File: src/hets_pkg.sv
`default_nettype none
// ----------------------------------------------------------------------------
// hets_pkg: shared types and constants
// Sizes, register indexes, opcodes and the structs that pass between the
// front queue, the search engine and the top level.
// ----------------------------------------------------------------------------
package hets_pkg;

  localparam int DEPTH       = 1024;
  localparam int ADDR_BITS   = $clog2(DEPTH);
  localparam int SAMPLE_BITS = 16;
  localparam int POS_BITS    = 10;
  localparam int BOUND_BITS  = 17;   // level +/- hysteresis, signed
  localparam int CFG_BITS    = 16;
  localparam int CFG_IDX_BITS = 2;
  localparam int QDEPTH      = 4;
  localparam int QPTR_BITS   = $clog2(QDEPTH);

  localparam logic [CFG_IDX_BITS-1:0] REG_ENABLE     = 2'd0;
  localparam logic [CFG_IDX_BITS-1:0] REG_EDGE_MODE  = 2'd1;
  localparam logic [CFG_IDX_BITS-1:0] REG_LEVEL      = 2'd2;
  localparam logic [CFG_IDX_BITS-1:0] REG_HYSTERESIS = 2'd3;

  localparam logic OP_PUSH   = 1'b0;
  localparam logic OP_SEARCH = 1'b1;

  localparam logic [1:0] EDGE_RISE   = 2'd0;
  localparam logic [1:0] EDGE_FALL   = 2'd1;
  localparam logic [1:0] EDGE_EITHER = 2'd2;

  typedef struct packed {
    logic                          op;
    logic signed [SAMPLE_BITS-1:0] sample;
  } cmd_t;

  typedef struct packed {
    logic               enable;
    logic [1:0]         edge_mode;
    logic signed [15:0] level;
    logic [14:0]        hysteresis;
  } cfg_t;

  typedef struct packed {
    logic                          we;
    logic [ADDR_BITS-1:0]          waddr;
    logic signed [SAMPLE_BITS-1:0] wdata;
    logic [ADDR_BITS-1:0]          raddr;
  } ram_req_t;

  typedef struct packed {
    logic                found;
    logic [POS_BITS-1:0] position;
    logic                locked;
  } res_t;

endpackage
`default_nettype wire

File: src/hets_front.sv
`default_nettype none
// ----------------------------------------------------------------------------
// hets_front: input acceptance and command queue
// Takes items from the input channel, tags them push or search and holds
// them in a short queue until the search engine pops them.
// ----------------------------------------------------------------------------
module hets_front (
  input  wire logic                             clk,
  input  wire logic                             rst,
  input  wire logic                             in_valid,
  output logic                                  in_ready,
  input  wire logic                             opcode,
  input  wire logic signed [hets_pkg::SAMPLE_BITS-1:0] sample,
  output logic                                  q_valid,
  output hets_pkg::cmd_t                        q_cmd,
  input  wire logic                             q_pop
);
  import hets_pkg::*;

  cmd_t                 slots [QDEPTH];
  logic [QPTR_BITS-1:0] wr_ptr;
  logic [QPTR_BITS-1:0] rd_ptr;
  logic [QPTR_BITS:0]   count;
  logic                 push;
  logic                 pop;
  cmd_t                 cmd_in;

  assign in_ready = (count != (QPTR_BITS+1)'(QDEPTH));
  assign q_valid  = (count != '0);
  assign q_cmd    = slots[rd_ptr];
  assign push     = in_valid && in_ready;
  assign pop      = q_pop && q_valid;

  always_comb begin
    cmd_in.op     = (opcode == OP_SEARCH) ? OP_SEARCH : OP_PUSH;
    cmd_in.sample = sample;
  end

  always_ff @(posedge clk) begin
    if (push) begin
      slots[wr_ptr] <= cmd_in;
    end
    if (rst) begin
      wr_ptr <= '0;
      rd_ptr <= '0;
      count  <= '0;
    end else begin
      if (push) wr_ptr <= wr_ptr + 1'b1;
      if (pop)  rd_ptr <= rd_ptr + 1'b1;
      case ({push, pop})
        2'b10:   count <= count + 1'b1;
        2'b01:   count <= count - 1'b1;
        default: count <= count;
      endcase
    end
  end

endmodule
`default_nettype wire

File: config.mk
export PLATFORM = sky130hd
export DESIGN_NAME = hets_front
export DESIGN_NICKNAME = d
export VERILOG_FILES = /design/src/hets_pkg.sv /design/src/hets_front.sv
export SDC_FILE = /design/constraint.sdc
export NUM_CORES = 1
export LEC_CHECK = 0
export BUFFER_PORTS_ARGS = -buffer_cell sky130_fd_sc_hd__buf_2
export CORE_ASPECT_RATIO = 0.5
export CORE_UTILIZATION = 50
export CTS_BUF_LIST = sky130_fd_sc_hd__clkbuf_16
export DETAILED_ROUTE_END_ITERATION = 8
export PLACE_DENSITY = 0.7
export SLEW_MARGIN = 20
export SYNTH_ARGS = -nofsm -noshare
export SYNTH_HDL_FRONTEND = slang
export SYNTH_SLANG_ARGS = --single-unit
File: constraint.sdc
create_clock -name clk -period 2.7 [get_ports clk]
set_clock_uncertainty 0.15 [all_clocks]
set_input_delay 0.27 -clock clk [delete_from_list [all_inputs] [get_ports clk]]
set_output_delay 0.27 -clock clk [all_outputs]
set_load 0.005 [all_outputs]
==> Yosys cells after proc, flatten, opt, wreduce, memory -nomap -nowiden <==
Memory sizes are Yosys's and may differ from the RTL's. A register that Yosys moved wholly into a read port is not among the register bits.
Cells that the tools add are included.
{ "word_totals": {"mem_count": 1, "regBits": 7, "input_bits": 21, "wordCells": 21, "mem_bits_rw": 68, "out_inout_bits": 19} }
{ "mem_list": {"columns": ["name", "words", "width", "rd", "rd_clocked_by_memory_dff", "write_ports", "line_no", "text"], "rows": [
  ["slots", 4, 17, 1, 1, 1, "hets_front.sv:20", "cmd_t slots [QDEPTH];"]
]} }
{ "op_classes": {"n_eq_ne": 3, "reduce_logical": 4, "addsub": 4, "mux": 6} }
{ "ops": {"columns": ["op", "n"], "rows": [
  ["3-bit case mux with 2 select lines", 1],
  ["2-bit by 1-bit adder with 2-bit output, second input constant", 2],
  ["2-bit two-way mux", 2],
  ["3-bit by 1-bit adder with 3-bit output, second input constant", 1],
  ["1-bit two-way mux", 3],
  ["3-bit != test, second input constant", 1],
  ["3-bit nonzero test", 1],
  ["3-bit by 1-bit subtractor with 3-bit output, second input constant", 1],
  ["2-bit by 1-bit equality test with 1-bit output, second input constant", 1],
  ["2-bit equality test, second input constant", 1],
  ["1-bit logical AND", 2],
  ["2-bit nonzero test", 1]
]} }

==> Longest topological paths before layout <==
{ "logic_depth": {"word_depth": 4, "ltp_mapped": 9, "mapped_depth_nobuf": 9} }

==> Least setup slack after synthesis <==
No wires, ideal clock.
{ "synth_path": {"path_type": "register to register", "start": "reg count[1]", "end": "reg count[2]", "n_path_buf": 0, "required_ns": 2.480, "setup_time_ns": 0.070, "stages_incl_launch_ff": 10, "path_slack_ns": 0.681, "t_arrival_ns": 1.799, "synth_period_minus_slack_ns": 2.019, "path_cell_list": "dfxtp_1 -> nor2_1 -> a21boi_2 -> inv_1 -> ha_1 -> inv_1 -> fa_1 -> xor2_1 -> or3_1 -> a21oi_1"} }
{ "synth_via": {"elab_chain_cells": 4, "word_cells_on_any_way": 10, "classes_between": "2 x add/sub; 3 x eq/ne; 1 x mux; 4 x reduce/logical"} }
{ "synth_rtl": {"columns": ["element", "line_no", "text"], "rows": [
  ["start: declaration", "hets_front.sv:23", "logic [QPTR_BITS:0] count;"],
  ["start signal: assignment", "hets_front.sv:51", "2'b10: count <= count + 1'b1;"],
  ["start signal: assignment", "hets_front.sv:52", "2'b01: count <= count - 1'b1;"],
  ["start signal: assignment", "hets_front.sv:53", "default: count <= count;"],
  ["3-bit != test / 3-bit nonzero test (equally long branches)", "hets_front.sv:28, hets_front.sv:29", null],
  ["1-bit logical AND, on equally long branches", "hets_front.sv:31, hets_front.sv:32", null],
  ["2-bit by 1-bit equality test with 1-bit output / 2-bit equality test (equally long branches)", "hets_front.sv:50", "case ({push, pop})"],
  ["3-bit case mux with 2 select lines / 2-bit nonzero test (equally long branches)", null, null]
]} }
Parallel ways exist; a longest one is shown, timed or not.
A chain may end at the register's enable or synchronous reset.

==> Final worst setup path <==
{ "layout_path": {"start": "reg count[0]", "end": "reg count[2]"} }
Same word-level chain as after synthesis.

==> run metrics <==
status=finished, violations left; violations in the final reports=DRC; netlist area before placement=approximately 3000 µm²; synthesis-to-layout area growth=23.26%; worst-case hold slack=between 0.01 and 0.015 ns; Worst Setup Path Type=reg -> reg; combinational power share=0.207; cell row count=19; clock root cell=clkbuf_16; fin crit period=roughly 2.2 ns; largest delay contributor family on the critical path=adder cells; share of power burned in registers=0.432; total wire length after detailed routing=a little under 5 mm; part of the cycle the worst path needs=0.8085; most frequent standard cell in the layout excluding fill and tap cells=edfxtp_1; Clk pwr share=0.361; FF/Latch Area=roughly 2200 µm²; Die Footprint=about 6300 µm²; count of yosys warnings during synthesis=0; Routability Congestion=0.7882; Max-cap violations=0; # port buffers=39; maximum clock rate=around 0.46 GHz; Ant. Diodes=0; first-pass GRT wire length=roughly 7.9 mm; antenna-violating nets left=0; die width=about 110 µm; clock-pin slew of the registers on the worst-case setup and hold paths=around 0.06 ns; top cells by area, synth=edfxtp_1, mux4_2, mux4_1, dfxtp_1, ha_1; number of inserted filler cells in the final layout=~380; sequential-to-total area share from yosys stat=0.7484; DP Wirelength=around 2.8 mm; Crit. End Element=flip-flop; Congestion Overflow GR=0; pin count of the biggest net entering global routing=18; area of the placeable core=approximately 5600 µm²; kind of launch point of the worst setup path=flip-flop; total number of clock tree sinks=77; ports placed on the boundary=40; share of layout cells above drive strength 1=0.3398; Max VDD drop=about 0.39 mV; via count=about 1500; number of antenna violations at the first check in global routing=0; area fraction of the dominant cell type after synthesis=0.6877; cell type contributing the most total cell area after synthesis=edfxtp_1; commonest non-fill, non-tap cells in the layout=edfxtp_1, buf_2, mux4_2; TritonCTS clock tree=built; maximum buffer depth of the clock tree=2; count of TritonRoute iterations in the first routing pass=6; effective utilization at floorplan=0.5292; unique cell type count in the Yosys netlist=25; Synth Instances=about 140; overall fraction of global-route tracks in use=0.1803; Avg Cell Area, Syn=~21 µm²; nets in the synthesized netlist=approximately 170; Switching Share=0.2435; number of slew-limit violations in the final report=0; slew at the pin closest to its max-slew limit=0.5239 ns; Crit path top cell by count=inv_1; via count of the first global-routing pass=1513; Data arrival, critical path=between 2 and 2.5 ns; #FFs+latches synth=77; relative max-transition margin=0.6463; number of nets at the end of the flow=228; setup violators final=0; average routed wire per standard cell=between 15 and 20 µm; buffer and inverter count on the worst path=2; die span in y=roughly 56 µm; P_int=between 2 and 3 mW; Iter 0 DRT Violations=around 130; cell with the largest stage delay on the worst path=fa_1; power spent charging and discharging nets=around 0.84 mW; crit path cell chain=nor2_1 > a21boi_2 > inv_1 > ha_1 > inv_1 > fa_1 > xor2_1 > or3_1 > a21oi_1; Hold Violations, Final=0; H-tree Lvls=3; area of combinational cells with multiple inputs=about 680 µm²; DRC violations left=7; Leakage Power=around 1.3 nW; summed negative setup slack over all endpoints=0 ns; setup repair after global routing missed its margin=no; Largest stage delay, worst path=around 0.37 ns; Worst-Skew Late Latency=roughly 0.33 ns; number of buffers added by the clock tree synthesis step=9; type of the most critical hold path=in -> reg; power density relative to cell area=approximately 950 nW/µm²; largest fanout on the critical path=7; required time worst endpoint=2.81 ns; routed via count divided by cell count=approximately 5.3
[registers in the layout, indices dropped and copies added (netlist names), named ones only]
signal	count
slots	68
count	3
rd_ptr	2
wr_ptr	2
[stage by stage]
step           total power, mW  utilization  instances  cell area [µm²]  setup WS [ns]
2_1_floorplan            2.015            -        141             2969         0.6812
3_3_place_gp             2.217       0.5803        254             3256         0.6285
3_5_place_dp             2.237       0.5803        254             3256         0.5212
4_1_cts                  3.514       0.6523        279             3660         0.5112
5_1_grt                  3.636       0.6523        279             3660         0.3708
6_report                 3.468       0.6523        279             3660         0.5171
[power groups by stage]
| stage | clock [mW] | combinational (mW) | sequential (mW) |
|---|---|---|---|
| floorplan | 0 | 0.507 | 1.51 |
| CTS | 1.28 | 0.731 | 1.50 |
| detailed placement | 0 | 0.714 | 1.52 |
| global placement | 0 | 0.704 | 1.51 |
| finish | 1.25 | 0.718 | 1.50 |
| global route | 1.33 | 0.789 | 1.51 |
[routing by layer]
layer / routed length (µm) / global-route usage
met2: 2390 / 0.2740
met5: 0 / 0
met3: 336 / 0.07667
met1: 2131 / 0.2325
met4: 30 / 0.07045
[worst paths after layout]
kind,from,end,slack [ns],cells past startpoint
setup reg to reg,count[0],count[2],0.52,9
setup / recovery,count[0],count[2],0.52,9
hold reg to reg,wr_ptr[1],wr_ptr[1],0.36,2
hold / removal,sample[2],slots[1][2],0.01,1
[synth_stat cells (all sizes together)]
| cell | instances |
|---|---|
| edfxtp | 68 |
| mux4 | 17 |
| dfxtp | 9 |
| nor2 | 9 |
| inv | 6 |
| ha | 5 |
| and2 | 4 |
| buf | 4 |
| xor2 | 3 |
| a21oi | 2 |
| nand2b | 2 |
| or3 | 2 |
| a21boi | 1 |
| clkbuf | 1 |
| fa | 1 |
| mux2 | 1 |
| mux2i | 1 |
| nand2 | 1 |
| o21ai | 1 |
| o311ai | 1 |
| o31a | 1 |
| xnor2 | 1 |
[timing repair]
item	CTS	global route
endpoints found under the hold margin	36	0
hold buffers	9	0
setup buffers	0	0
resized for setup	0	0
[final cells by class]
cell class / count / area share
Sequential cell: 77 / 0.6072
Inverter: 6 / 0.006154
Timing Repair Buffer: 54 / 0.09026
Multi-Input combinational cell: 53 / 0.1856
Clock inverter: 7 / 0.02427
Clock buffer: 9 / 0.06154
Tap cell: 73 / 0.02496
[cells by family after synthesis]
logic type | count (synthesis) | synth area share
adder cells (fa/ha/maj) | 6 | 0.02781
multiplexers | 19 | 0.1450
AO/OA/AOI/OAI | 6 | 0.01475
buffers and inverters | 11 | 0.02275
XOR/XNOR | 4 | 0.01180
AND/OR/NAND/NOR | 18 | 0.02949
flip-flops | 77 | 0.7484
No activity file was read; power rests on OpenSTA's default activity.
