<file path="src/hets_pkg.sv">
`default_nettype none
// ----------------------------------------------------------------------------
// hets_pkg: shared types and constants
// Sizes, register indexes, opcodes and the structs that pass between the
// front queue, the search engine and the top level.
// ----------------------------------------------------------------------------
package hets_pkg;

  localparam int DEPTH       = 1024;
  localparam int ADDR_BITS   = $clog2(DEPTH);
  localparam int SAMPLE_BITS = 16;
  localparam int POS_BITS    = 10;
  localparam int BOUND_BITS  = 17;   // level +/- hysteresis, signed
  localparam int CFG_BITS    = 16;
  localparam int CFG_IDX_BITS = 2;
  localparam int QDEPTH      = 4;
  localparam int QPTR_BITS   = $clog2(QDEPTH);

  localparam logic [CFG_IDX_BITS-1:0] REG_ENABLE     = 2'd0;
  localparam logic [CFG_IDX_BITS-1:0] REG_EDGE_MODE  = 2'd1;
  localparam logic [CFG_IDX_BITS-1:0] REG_LEVEL      = 2'd2;
  localparam logic [CFG_IDX_BITS-1:0] REG_HYSTERESIS = 2'd3;

  localparam logic OP_PUSH   = 1'b0;
  localparam logic OP_SEARCH = 1'b1;

  localparam logic [1:0] EDGE_RISE   = 2'd0;
  localparam logic [1:0] EDGE_FALL   = 2'd1;
  localparam logic [1:0] EDGE_EITHER = 2'd2;

  typedef struct packed {
    logic                          op;
    logic signed [SAMPLE_BITS-1:0] sample;
  } cmd_t;

  typedef struct packed {
    logic               enable;
    logic [1:0]         edge_mode;
    logic signed [15:0] level;
    logic [14:0]        hysteresis;
  } cfg_t;

  typedef struct packed {
    logic                          we;
    logic [ADDR_BITS-1:0]          waddr;
    logic signed [SAMPLE_BITS-1:0] wdata;
    logic [ADDR_BITS-1:0]          raddr;
  } ram_req_t;

  typedef struct packed {
    logic                found;
    logic [POS_BITS-1:0] position;
    logic                locked;
  } res_t;

endpackage
`default_nettype wire

</file>
<file path="src/hets_back.sv">
`default_nettype none
// ----------------------------------------------------------------------------
// hets_back: ring writer and trigger search engine
// Executes queued commands one at a time: pushes write the ring; enabled
// searches keep an in-band held lock, else stream the ring oldest to newest.
// ----------------------------------------------------------------------------
module hets_back (
  input  wire logic                                    clk,
  input  wire logic                                    rst,
  input  wire logic                                    q_valid,
  input  wire hets_pkg::cmd_t                          q_cmd,
  output logic                                         q_pop,
  input  wire hets_pkg::cfg_t                          cfg,
  output hets_pkg::ram_req_t                           ram_req,
  input  wire logic signed [hets_pkg::SAMPLE_BITS-1:0] ram_rdata,
  output logic                                         out_valid,
  input  wire logic                                    out_ready,
  output hets_pkg::res_t                               res
);
  import hets_pkg::*;

  localparam logic [2:0] S_IDLE     = 3'd0;
  localparam logic [2:0] S_HOLD_RD  = 3'd1;
  localparam logic [2:0] S_HOLD_CHK = 3'd2;
  localparam logic [2:0] S_SCAN     = 3'd3;
  localparam logic [2:0] S_EMIT     = 3'd4;
  localparam logic [ADDR_BITS-1:0] LAST_ADDR = ADDR_BITS'(DEPTH - 1);

  logic [2:0]                   state;
  logic [ADDR_BITS-1:0]         wp;
  logic                         wrapped;
  logic                         locked;
  logic [ADDR_BITS-1:0]         held;
  logic [ADDR_BITS-1:0]         cnt;
  logic [ADDR_BITS-1:0]         rd_idx;
  logic                         rd_vld;
  logic                         rd_ok;
  logic signed [BOUND_BITS-1:0] lo;
  logic signed [BOUND_BITS-1:0] hi;
  logic signed [BOUND_BITS-1:0] prev;
  logic signed [BOUND_BITS-1:0] cur;
  res_t                         pend;
  logic                         rise;
  logic                         fall;
  logic                         hit;
  logic                         in_band;

  // Pop only between commands; a push completes in the pop cycle.
  assign q_pop = (state == S_IDLE) && q_valid;

  always_comb begin
    ram_req.we    = q_pop && (q_cmd.op == OP_PUSH);
    ram_req.waddr = wp;
    ram_req.wdata = q_cmd.sample;
    ram_req.raddr = (state == S_SCAN) ? (wp + cnt) : held;
  end

  // Entries never written read as zero (ring is filled in pointer order).
  assign cur = rd_ok ? BOUND_BITS'(ram_rdata) : '0;

  always_comb begin
    rise    = (prev < lo) && (cur >= hi);
    fall    = (prev > hi) && (cur <= lo);
    in_band = (cur >= lo) && (cur <= hi);
    case (cfg.edge_mode)
      EDGE_RISE: hit = rise;
      EDGE_FALL: hit = fall;
      default:   hit = rise || fall;
    endcase
  end

  always_ff @(posedge clk) begin
    rd_ok <= wrapped || (ram_req.raddr < wp);
    if (rst) begin
      state     <= S_IDLE;
      wp        <= '0;
      wrapped   <= 1'b0;
      locked    <= 1'b0;
      held      <= '0;
      cnt       <= '0;
      rd_vld    <= 1'b0;
      out_valid <= 1'b0;
    end else begin
      // Raise valid as the result leaves the emit state, drop it once taken.
      if ((state == S_EMIT) && (!out_valid || out_ready)) begin
        out_valid <= 1'b1;
      end else if (out_valid && out_ready) begin
        out_valid <= 1'b0;
      end
      case (state)
        S_IDLE: begin
          cnt    <= '0;
          rd_vld <= 1'b0;
          lo     <= BOUND_BITS'(cfg.level) - BOUND_BITS'(cfg.hysteresis);
          hi     <= BOUND_BITS'(cfg.level) + BOUND_BITS'(cfg.hysteresis);
          if (q_pop) begin
            if (q_cmd.op == OP_PUSH) begin
              wp <= wp + 1'b1;
              if (wp == LAST_ADDR) wrapped <= 1'b1;
            end else if (!cfg.enable) begin
              locked <= 1'b0;
              held   <= '0;
              pend   <= '0;
              state  <= S_EMIT;
            end else if (locked) begin
              state <= S_HOLD_RD;
            end else begin
              state <= S_SCAN;
            end
          end
        end
        S_HOLD_RD: begin
          state <= S_HOLD_CHK;
        end
        S_HOLD_CHK: begin
          if (in_band) begin
            pend.found    <= 1'b1;
            pend.position <= POS_BITS'(held);
            pend.locked   <= 1'b1;
            state         <= S_EMIT;
          end else begin
            locked <= 1'b0;
            state  <= S_SCAN;
          end
        end
        S_SCAN: begin
          cnt    <= cnt + 1'b1;
          rd_idx <= cnt;
          rd_vld <= 1'b1;
          prev   <= cur;
          if (rd_vld) begin
            if ((rd_idx != '0) && hit) begin
              locked        <= 1'b1;
              held          <= wp + rd_idx;
              pend.found    <= 1'b1;
              pend.position <= POS_BITS'(wp + rd_idx);
              pend.locked   <= 1'b1;
              state         <= S_EMIT;
            end else if (rd_idx == LAST_ADDR) begin
              held  <= '0;
              pend  <= '0;
              state <= S_EMIT;
            end
          end
        end
        S_EMIT: begin
          if (!out_valid || out_ready) begin
            state <= S_IDLE;
          end
        end
        default: state <= S_IDLE;
      endcase
    end
  end

  // Output register: loaded only as the engine leaves the emit state.
  always_ff @(posedge clk) begin
    if ((state == S_EMIT) && (!out_valid || out_ready)) begin
      res <= pend;
    end
  end

endmodule
`default_nettype wire

</file>
<file path="config.mk">
export PLATFORM = sky130hd
export DESIGN_NAME = hets_back
export DESIGN_NICKNAME = d
export VERILOG_FILES = /design/src/hets_pkg.sv /design/src/hets_back.sv
export SDC_FILE = /design/constraint.sdc
export NUM_CORES = 1
export LEC_CHECK = 0
export BUFFER_PORTS_ARGS = -buffer_cell sky130_fd_sc_hd__buf_2
export CELL_PAD_IN_SITES_DETAIL_PLACEMENT = 0
export CELL_PAD_IN_SITES_GLOBAL_PLACEMENT = 2
export CORE_MARGIN = 2
export CORE_UTILIZATION = 34
export CTS_BUF_LIST = sky130_fd_sc_hd__clkbuf_4 sky130_fd_sc_hd__clkbuf_8
export DETAILED_ROUTE_END_ITERATION = 10
export PLACE_DENSITY_LB_ADDON = 0.25
export SLEW_MARGIN = 5
export SYNTH_ARGS = -nofsm -noshare
export SYNTH_HDL_FRONTEND = slang
export SYNTH_SLANG_ARGS = --single-unit
export TNS_END_PERCENT = 10
</file>
<file path="constraint.sdc">
create_clock -name clk -period 3.6 [get_ports clk]
set_clock_uncertainty 0.05 [all_clocks]
set_input_delay 0.18 -clock clk [delete_from_list [all_inputs] [get_ports clk]]
set_output_delay 0.18 -clock clk [all_outputs]
set_load 0.01 [all_outputs]
</file>
---- After elaboration in Yosys (flattened, before gate mapping) ----
Cells that the tools add are included.
storage, ports and cells
  flip-flop bits (word level) ............. 123
cells by class
  bitwise logic cells ..................... 2
  mux-type cells .......................... 39
  reductions and logical operators ........ 26
  magnitude comparators ................... 7
  add/sub/neg operators ................... 6
  equality and inequality tests ........... 16
operators with widths
  kind                   count
  $mux 12                7
  $mux 10                7
  $pmux 10 s2            2
  $pmux 12 s3            1
  $ge 17x17->1           2
  $le 17x17->1           2
  $mux 3                 8
  $add 10x1->10 const B  2
  $add 10x10->10         2
  $eq 10x10->1 const B   2
  $add 16x16->17         1
  $gt 17x17->1           1
  $lt 17x17->1           1
  $mux 17                1
  $sub 16x16->17         1
  $pmux 3 s5             1
  $ne 2x2->1 const B     6
  $lt 10x10->1           1
  $reduce_bool 10->1     1
  $logic_and 1x1->1      8
  $mux 1                 8
  $reduce_and 8->1       1
  $reduce_and 7->1       1
  $eq 3x2->1 const B     2
  other kinds (20)       27

---- Logic depth before layout (Yosys ltp) ----
  depth in word-level cells ............... 9
  mapped depth ............................ 14

---- Worst setup path before layout ----
No wires, ideal clock.
  kind .................................... reg-to-reg
  start point ............................. register rd_ok
  end point ............................... register pend[10] (netlist name) (enable)
  buffers on the path ..................... 1
  data required time ...................... 3.142 ns
  arrival ................................. 3.398 ns
  path slack .............................. -0.256 ns
  cell stages (with the launch flop) ...... 12
  setup time .............................. 0.408 ns
  clock period less this slack ............ 3.856 ns
  cells stage by stage .................... dfxtp_1 -> clkbuf_1 -> and2_1 -> ha_1 -> nor2b_1 -> o311ai_1 -> o21ai_1 -> a221oi_2 -> mux2_2 -> a32o_2 -> a21oi_1 -> nor4_1
on the way
  cells in the longest elaborated chain, start to end .. 8
  elaborated cells between the ends (all ways) .. 14
RTL lines
  element                                              line                              text
  start, declared                                      hets_back.sv:37                   logic rd_ok;
  start signal, assigned                               hets_back.sv:73                   rd_ok <= wrapped || (ram_req.raddr < wp);
  $mux 17 *                                            hets_back.sv:59                   assign cur = rd_ok ? BOUND_BITS'(ram_rdata) : '0;
  net cur[1]                                           hets_back.sv:41                   logic signed [BOUND_BITS-1:0] cur;
  $ge 17x17->1 / $le 17x17->1 (equally long branches)  hets_back.sv:62, hets_back.sv:63
  $logic_and 1x1->1 (on tied branches)                 hets_back.sv:62, hets_back.sv:63
  $logic_or 1x1->1                                     hets_back.sv:68                   default: hit = rise || fall;
  $pmux 1 s2                                           hets_back.sv:65                   case (cfg.edge_mode)
  $logic_and 1x1->1                                    hets_back.sv:132                  if ((rd_idx != '0) && hit) begin
  $ne 3x1->1 (no source line)                          -
  $reduce_and 8->1 (no source line) *                  -
  end, declared                                        hets_back.sv:42                   res_t pend;
Mark *: on every way through the listed nets, which the timed path passes. The rest lies on a longest branch.
A chain may end at the register's enable or synchronous reset.

---- Worst setup path after layout ----
  start point ............................. register rd_ok
  end point ............................... register pend[2] (netlist name) (enable)
The elaborated chain is that of the path after synthesis.

==> results.md <==
- Share of layout cells above drive strength 1: 0.172
- Leak Pwr: 4.34 nW
- Rows: 58
- CTS clk-pin slew, worst paths: about 0.08 ns
- Clk buf depth: 2
- Flip-flop and latch count after synthesis: between 100 and 150
- Max_slew headroom: 0.416
- Final std cells w/o fill: ~1.3k
- DR vias: 6530
- DIE AREA: between 20000 and 30000 sq um
- Initial Utilization: 0.344
- Distinct cells, synth: 76
- Post-Syn Area: approximately 8600 sq um
- GR Layer Usage met3: 0.0272
- Register area share after synthesis: 0.371
- DRC: 0
- Initial DRC count: roughly 340
- Placement Setup Slack: -0.234 ns
- Commonest cells after routing, fill and taps aside: ha_1 (123), buf_2 (89), inv_1 (84), edfxtp_1 (81), nor2_1 (72)
- Port Buf Inserts: about 90
- DRT Pass-1 Iters: 5
- Hold path start: ram_rdata[2]
- Largest net degree at the start of global routing: 34
- RePlAce Congestion: between 0.8 and 0.9
- Asr flop ratio synth: 0
- Worst setup EP type: flop
- Most common cell after layout, fill and taps aside: ha_1
- Overflow after GRT: 0
- Post-synth EDFFs: 81
- Synthesized netlist cell count: between 800 and 900
- Most frequent CP cell: nor4_4
- Mapped Nets: 1086
- Unrepaired setup endpoints after global routing: no
- CP required: 3.75 ns
- CP Max Fanout: 11
- Post-route ant nets: 0
- First-pass GRT wire length: approximately 35000 microns
- Gr busiest metal: met1
- Die X: ~160 microns
- Fmax achieved: approximately 0.3 GHz
- CTS root buffer: clkbuf_8
- CP max stage delay: ~0.50 ns
- Dpl cell area: approximately 9400 sq um
- Post-layout util: 0.395
- Met1 Usage GRT: 0.257
- Htree depth: 4
- Status: finished, final reports clean
- Final Instance Area: 9890 sq um
- Worst setup startpoint: rd_ok$_DFF_P_
- Met2 GRT Util: 0.248
- Final worst path period share: 0.937
- Top Ports: about 120
- Final setup margin: about 0.23 ns
- Number of max-cap violations: 0
- Syn_area_per_cell: about 9.7 sq um
- Fin Hold WS: approximately 0.055 ns
- Worst skew pair latency: 0.45 ns
- Drt wl/cell: 16.3 microns
- Peak VDD IR: about 260 uV
- Worst Max-Slew Pin Slew: roughly 0.88 ns
- Final-report hold violation count: 0
- WL final: approximately 22000 microns
- Top_reg_cell synth: edfxtp_1
- DIE HEIGHT: around 160 microns
- Critical path class: reg -> reg
- Final HPWL DP: 17400 microns
- # setup viols final: 0
- Number of global-route vias before repair: 6380
- Post-Place Cells: around 1.3k
- Core Region: roughly 25000 sq um
- # clock sinks: ~120
- Layout Nets: between 1k and 1.5k
- Worst reg2reg startpoint: rd_ok$_DFF_P_
- Initial antenna violation count: 0
- Overall Power: 4.66 mW
- Setup tns final: 0 ns
- Tot GR Track Use: 0.169
- Vias per inst: 4.92
- Synth-to-layout area growth: 14.8%
- Syn. warnings: 0
- CP Launch Type: flop
- Pwr dens: between 400 and 500 nW/um^2
- Arr. time, crit path: between 3 and 4 ns
- Hold/Removal Path Class: in -> reg
- Antenna cells: 0
- Slowest-stage cell, CP: or4b_1
- CTS tree: done
- CTS buffer count: 17
- Clock period minus worst slack: 3.37 ns
- CP Cell Sequence: and2_1, ha_1, nand4_1, nor4_4, o311ai_1, and3_4, and3_1, or4b_1, nand3_1, nor4_4, buf_12
- Slew Limit Fails: 0
per-layer routing:
metal  up-vias  wire (microns)
met4         0             221
met3        15             693
met5         -               0
li1       3392               -
met1      3002           11900
met2       121            8880
flip-flops by register name (all words and copies together) (netlist names), 3 cells and up:
| signal | count |
|---|---|
| cnt | 10 |
| held | 10 |
| hi | 16 |
| lo | 17 |
| pend | 11 |
| prev | 16 |
| rd_idx | 10 |
| res | 11 |
| state | 3 |
| wp | 10 |
logic make-up after synthesis:
group,after synthesis,share of synthesized area
fa+ha+maj,128,0.189
compound gates,211,0.169
flops,119,0.371
simple gates,247,0.149
xor+xnor,51,0.0519
buf+inv,127,0.0644
mux,5,0.00610
worst max-delay path, delay by kind of cell (launching register included):
family          cells  cell delay [ns]
simple gates        8             1.98
compound gates      1             0.18
flops               1             0.43
buf+inv             1             0.18
fa+ha+maj           1             0.31
repair_timing:
| action | 4_1_cts | 5_1_grt |
|---|---|---|
| hold endpoints to repair | 4 | 0 |
| hold buffers | 3 | 0 |
| pin swaps | 0 | 2 |
| setup endpoints to repair | 14 | 21 |
| gates resized for setup | 2 | 0 |
| setup buffers | 0 | 1 |
cell usage after synthesis (all sizes together) (5+ instances only):
cell type / instances / area, sq um
a221oi: 5 / 50.0
nor4: 7 / 58.8
a22o: 21 / 184
xnor2: 37 / 324
nor2b: 12 / 75.1
a21o: 13 / 97.6
ha: 123 / 1540
xor2: 14 / 123
inv: 84 / 315
nand4: 14 / 93.8
o21a: 10 / 75.1
dfxtp: 38 / 761
nand2: 39 / 149
and2: 18 / 115
o21bai: 10 / 75.1
o21ai: 41 / 205
nand2b: 11 / 68.8
and3: 9 / 61.3
a31oi: 5 / 31.3
edfxtp: 81 / 2430
clkbuf: 20 / 75.1
o31ai: 6 / 58.8
nand3: 20 / 100
a21oi: 56 / 280
or3: 6 / 37.5
o211ai: 5 / 37.5
a211oi: 10 / 75.1
nor2: 74 / 278
nor3: 18 / 90.1
buf: 23 / 164
worst paths after layout:
check	to	slack (ns)	depth (start not counted)
worst max-delay path	pend[2]$_DFFE_PP_	0.23	11
worst min-delay path	prev[2]$_DFFE_PP_	0.06	2
worst max register to register	pend[2]$_DFFE_PP_	0.23	11
worst min register to register	res[1]$_DFFE_PP_	0.37	0
final cells by class:
class                           count  area (sq um)
Fill cell                        2557         15200
Timing Repair Buffer              119           691
Clock inverter                     13           124
Tap cell                          330           413
Inverter                           84           315
Multi-Input combinational cell    642          4890
Clock buffer                       19           255
Sequential cell                   119          3190
power breakdown:
part	internal [mW]	switching, mW
Clock	0.578	0.603
Combinational	0.670	0.994
Sequential	1.72	0.0971
No activity file was read; power rests on OpenSTA's default activity.
